[src/rtl/sem_pkg.sv]
// ----------------------------------------------------------------------------
// sem_pkg
// Shared constants, types and the gradient function of the Sobel edge block.
// ----------------------------------------------------------------------------
package sem_pkg;

	localparam int MAX_WIDTH  = 4096;
	localparam int MAX_HEIGHT = 4096;
	localparam int ADDR_W     = $clog2(MAX_WIDTH);
	localparam int CFG_W      = 13;
	localparam int SUM_W      = 18;
	localparam int SQ_W       = 21;

	localparam logic [CFG_W-1:0] WIDTH_MIN  = CFG_W'(2);
	localparam logic [CFG_W-1:0] WIDTH_MAX  = CFG_W'(MAX_WIDTH);
	localparam logic [CFG_W-1:0] HEIGHT_MIN = CFG_W'(1);
	localparam logic [CFG_W-1:0] HEIGHT_MAX = CFG_W'(MAX_HEIGHT);

	localparam logic CFG_IMAGE_WIDTH  = 1'b0;
	localparam logic CFG_IMAGE_HEIGHT = 1'b1;

	localparam logic [SUM_W-1:0] RED_WEIGHT   = SUM_W'(299);
	localparam logic [SUM_W-1:0] GREEN_WEIGHT = SUM_W'(587);
	localparam logic [SUM_W-1:0] BLUE_WEIGHT  = SUM_W'(114);

	// Division by 1000 as a multiplication by the rounded-up reciprocal;
	// exact for every sum the weights can produce.
	localparam int               GRAY_SHIFT = 28;
	localparam logic [18:0]      GRAY_MUL   = 19'd268436;

	typedef struct packed {
		logic accept;
		logic sum;
		logic div;
		logic upd;
		logic grad2;
		logic sq;
		logic root_start;
		logic load_out;
	} cmd_t;

	typedef struct packed {
		logic has1;
		logic has2;
		logic root_done;
		logic out_free;
	} stat_t;

	typedef struct packed {
		logic signed [10:0] gx;
		logic signed [10:0] gy;
	} grad_t;

	function automatic logic [10:0] weigh(input logic [7:0] a, input logic [7:0] b,
		input logic [7:0] c);
		weigh = {3'b000, a} + {2'b00, b, 1'b0} + {3'b000, c};
	endfunction

	function automatic grad_t sobel_grad(input logic [7:0] l0, input logic [7:0] l1,
		input logic [7:0] l2, input logic [7:0] c0, input logic [7:0] c2,
		input logic [7:0] r0, input logic [7:0] r1, input logic [7:0] r2);
		grad_t g;
		g.gx = $signed(weigh(r0, r1, r2)) - $signed(weigh(l0, l1, l2));
		g.gy = $signed(weigh(l2, c2, r2)) - $signed(weigh(l0, c0, r0));
		sobel_grad = g;
	endfunction

endpackage

[src/rtl/sem_ctrl.sv]
// ----------------------------------------------------------------------------
// sem_ctrl
// Sequencer that steps one item through the datapath, with zero, one or two results.
// ----------------------------------------------------------------------------
module sem_ctrl (
	input  logic           clk,
	input  logic           arst_n,
	input  logic           in_valid,
	output logic           in_ready,
	input  sem_pkg::stat_t stat,
	output sem_pkg::cmd_t  cmd
);

	localparam logic [3:0] S_IDLE  = 4'd0;
	localparam logic [3:0] S_SUM   = 4'd1;
	localparam logic [3:0] S_DIV   = 4'd2;
	localparam logic [3:0] S_UPD   = 4'd3;
	localparam logic [3:0] S_DEC   = 4'd4;
	localparam logic [3:0] S_GRAD2 = 4'd5;
	localparam logic [3:0] S_SQ    = 4'd6;
	localparam logic [3:0] S_ROOT  = 4'd7;
	localparam logic [3:0] S_WAIT  = 4'd8;
	localparam logic [3:0] S_OUT   = 4'd9;

	logic [3:0] state_q, state_d;
	logic       second_q, second_d;

	always_comb begin
		state_d  = state_q;
		second_d = second_q;
		cmd      = '0;
		in_ready = 1'b0;
		case (state_q)
			S_IDLE: begin
				in_ready = 1'b1;
				if (in_valid) begin
					cmd.accept = 1'b1;
					state_d    = S_SUM;
				end
			end
			S_SUM: begin
				cmd.sum = 1'b1;
				state_d = S_DIV;
			end
			S_DIV: begin
				cmd.div = 1'b1;
				state_d = S_UPD;
			end
			S_UPD: begin
				cmd.upd = 1'b1;
				state_d = S_DEC;
			end
			S_DEC: begin
				second_d = 1'b0;
				if (stat.has1) state_d = S_SQ;
				else if (stat.has2) state_d = S_GRAD2;
				else state_d = S_IDLE;
			end
			S_GRAD2: begin
				cmd.grad2 = 1'b1;
				second_d  = 1'b1;
				state_d   = S_SQ;
			end
			S_SQ: begin
				cmd.sq  = 1'b1;
				state_d = S_ROOT;
			end
			S_ROOT: begin
				cmd.root_start = 1'b1;
				state_d        = S_WAIT;
			end
			S_WAIT: begin
				if (stat.root_done) state_d = S_OUT;
			end
			S_OUT: begin
				if (stat.out_free) begin
					cmd.load_out = 1'b1;
					if (!second_q && stat.has2) state_d = S_GRAD2;
					else state_d = S_IDLE;
				end
			end
			default: begin
				state_d = S_IDLE;
			end
		endcase
	end

	always_ff @(posedge clk or negedge arst_n) begin
		if (!arst_n) begin
			state_q  <= S_IDLE;
			second_q <= 1'b0;
		end else begin
			state_q  <= state_d;
			second_q <= second_d;
		end
	end

endmodule

[config.mk]
export PLATFORM = sky130hd
export DESIGN_NAME = sem_ctrl
export DESIGN_NICKNAME = d
export VERILOG_FILES = /design/src/rtl/sem_pkg.sv /design/src/rtl/sem_ctrl.sv
export SDC_FILE = /design/constraint.sdc
export NUM_CORES = 1
export LEC_CHECK = 0
export BUFFER_PORTS_ARGS = -buffer_cell sky130_fd_sc_hd__buf_4
export CAP_MARGIN = 20
export CORE_AREA = 2 2 39 41
export CTS_BUF_LIST = sky130_fd_sc_hd__clkbuf_4
export CTS_CLUSTER_DIAMETER = 120
export DETAILED_ROUTE_END_ITERATION = 8
export DIE_AREA = 0 0 41 43
export GPL_ROUTABILITY_DRIVEN = 1
export PLACE_DENSITY_LB_ADDON = 0.1
export SLEW_MARGIN = 20
export SYNTH_ARGS = -nofsm -noshare
export SYNTH_HDL_FRONTEND = slang
export SYNTH_SLANG_ARGS = --single-unit
[constraint.sdc]
create_clock -name clk -period 1.4 [get_ports clk]
set_input_delay 0.14 -clock clk [delete_from_list [all_inputs] [get_ports clk]]
set_output_delay 0.14 -clock clk [all_outputs]
set_load 0.03 [all_outputs]
==> flow_metrics.tcl <==
set metrics [dict create \
    cts.sinks 5 \
    synth.top_cell.area_share_pct 30.9 \
    grt_overflow 0 \
    min_path_type "input port to flip-flop" \
    cts-root-buf "clkbuf_4" \
    cts_tree "built" \
    min_from "stat[0]" \
    cp.arrival_ps 1340 \
    period_needed_ps 1480 \
    grt_pass1_wl_um 1990 \
    synth_flop_cell "dfrtp_1" \
    reg2regPathDepth 5 \
    violations "negative setup slack" \
    drv_cap 0 \
    switching_share_pct 41.3 \
    grt_start_max_net_pins 9 \
    netlist_area_um2 405 \
    dp.cells 81 \
    routed_wl_um 1160 \
    via_per_inst 4.86 \
    synth_most_common_cell "dfrtp_1" \
    r2r_start "state_q[3]" \
    fmax_mhz 673 \
    regArea_um2 130 \
    p_switching_w 0.000855 \
    n_fill_cell 128 \
    fp.coreArea_um2 1380 \
    synth_commonest_cells "dfrtp_1 (5), buf_4 (4), nor2_1 (4), nor3_1 (4)" \
    die_h_um 43 \
    die_w_um 41 \
    gp_congestion 0.786 \
    critPathRequiredTime_ps 1260 \
    combPwrFrac_pct 75.4 \
    postSynth.asyncResetShare_pct 100 \
    grt_pass1_vias 488 \
    area_growth_pct 110 \
    p_int_w 0.00121 \
    drt_first_iter_violations 4 \
    grt_setup_unrepaired "yes" \
    ys_top_cells_by_area "dfrtp_1 (31%), buf_4 (7.4%), nor3_1 (4.9%), a31o_2 (4.3%), a211oi_1 (3.7%)" \
    fin_ws_ps -84.9 \
    drive_gt1_share_pct 74.7 \
    hold_slack_ps 120 \
    wl_per_cell_um 11.7 \
    status "finished, violations left" \
    synthCells 45 \
    multiInputGateArea_um2 308 \
    peakVddDrop_v 0.00124 \
    place_hpwl_um 774 \
    power.density_nw_per_um2 2430 \
    cts_buffers 3 \
    worst-slew-pin-transition_ps 228 \
    stdcell_count 99 \
    start_util_pct 29.3 \
    crit_path_start "state_q[3]" \
    antenna_cells 0 \
    cts.reportedPaths.clkPinSlew_ps 40 \
    synth_edf_count 0 \
    avgSynthCellArea_um2 9.01 \
    io_buffers 15 \
    power_frac_clock_pct 8.9 \
    die_area_um2 1760 \
    synth_cell_types 27 \
    first_pass_iters 2 \
    track_usage_pct 17.1 \
    crit_end "cmd[7]" \
    io_pins 16 \
    clk_latency_ps 240 \
    grt_antenna_before_repair 0 \
    max-clock-path-buffers 2 \
    slew_viol_final 0 \
    drc 0 \
    ys_warn_count 0 \
    ctsHtreeMaxLevel 1 \
    ant_nets 0 \
    syn-num-nets 52 \
    nets 91 \
    end_kind "output port" \
    pwr-share-seq_pct 15.7 \
    skew_ps 6.32 \
    leakage_nw 0.393 \
    slew_headroom_pct 84.7 \
    finalHoldViolations 0 \
    crit_fanout 4 \
    setup_viol 6 \
    cp-start-kind "flip-flop" \
    regToRegEndpoint "state_q[2]" \
    critPathKind "flip-flop to output port" \
    rows 14 \
    synth_top_area_cell "dfrtp_1" \
    ys_seq_elements 5 \
    rrSetupSlack_ps 0 \
    routed-via-count 481 \
    period_share_pct 106 \
    seq_area_frac_synth_pct 30.9 \
]
[critical path, cell delays in order, from the launching register on]
cell	delay (ps)
dfrtp_2	430
buf_6	130
nor4_4	250
and2_1	170
buf_6	130
[metal layers]
layer,vias up,track usage (%),wire length [µm]
li1,245,-,-
met4,0,11.3,22
met1,222,21.9,473
met5,-,0,0
met3,4,4.19,35
met2,10,24.4,625
[repair_timing]
item / CTS / global route
hold buffers: 1 / 0
resized for setup: 16 / 13
setup endpoints to repair: 9 / 11
endpoints found under the hold margin: 5 / 0
pin swaps: 6 / 8
buffers inserted: 9 / 4
[power by group through the flow]
stage | combinational, W | clock, W | sequential [W]
3_5_place_dp | 0.00103 | 0 | 0.000344
5_1_grt | 0.00167 | 0.000209 | 0.000336
2_1_floorplan | 0.000767 | 0 | 0.000262
3_3_place_gp | 0.00103 | 0 | 0.000348
6_report | 0.00156 | 0.000185 | 0.000325
4_1_cts | 0.00136 | 0.000190 | 0.000314
[stage by stage]
step | setup TNS (ps) | instance area (µm²) | utilization, % | worst slack [ps] | total power, W
floorplan | -307 | 434 | - | -179 | 0.00103
CTS | -383 | 767 | 55.4 | -96.1 | 0.00187
detailed placement | 0 | 601 | 43.4 | 28.0 | 0.00138
finish | -325 | 851 | 61.5 | -84.9 | 0.00207
global route | -1010 | 851 | 61.5 | -167 | 0.00222
global placement | 0 | 601 | 43.4 | 14.5 | 0.00138
[worst min-delay path by stage]
stage | to | depth (start not counted)
3_5_place_dp | second_q | 1
6_report | state_q[0] | 2
2_1_floorplan | second_q | 0
5_1_grt | state_q[0] | 2
4_1_cts | state_q[0] | 2
3_3_place_gp | state_q[1] | 1
[cells by family after synthesis]
kind of cell           synth area share [%]
flip-flops                             30.9
buffers and inverters                  11.1
AND/OR/NAND/NOR                        32.4
AO/OA/AOI/OAI                          25.6
[cells in the final DEF (no fill, tap or decap), types with 2 or more instances in the layout]
| cell | instances |
|---|---|
| nand2_1 | 2 |
| nor3_2 | 2 |
| a31o_2 | 2 |
| clkbuf_4 | 4 |
| buf_4 | 21 |
| nor2_2 | 2 |
| nor2_1 | 2 |
| a211oi_1 | 2 |
| dfrtp_2 | 4 |
| o21ai_0 | 2 |
| buf_6 | 17 |
[registers in the layout, indices dropped and copies added (netlist names)]
| register | flops |
|---|---|
| state_q | 4 |
| second_q | 1 |
[area by class of cell]
class | count | area share (%)
multi-input combinational | 34 | 36.2
sequential | 5 | 15.3
inverter | 1 | 0.441
timing repair buffer | 39 | 42.2
tap | 16 | 2.35
clock buffer | 4 | 3.53
No activity file was read; power rests on OpenSTA's default activity.
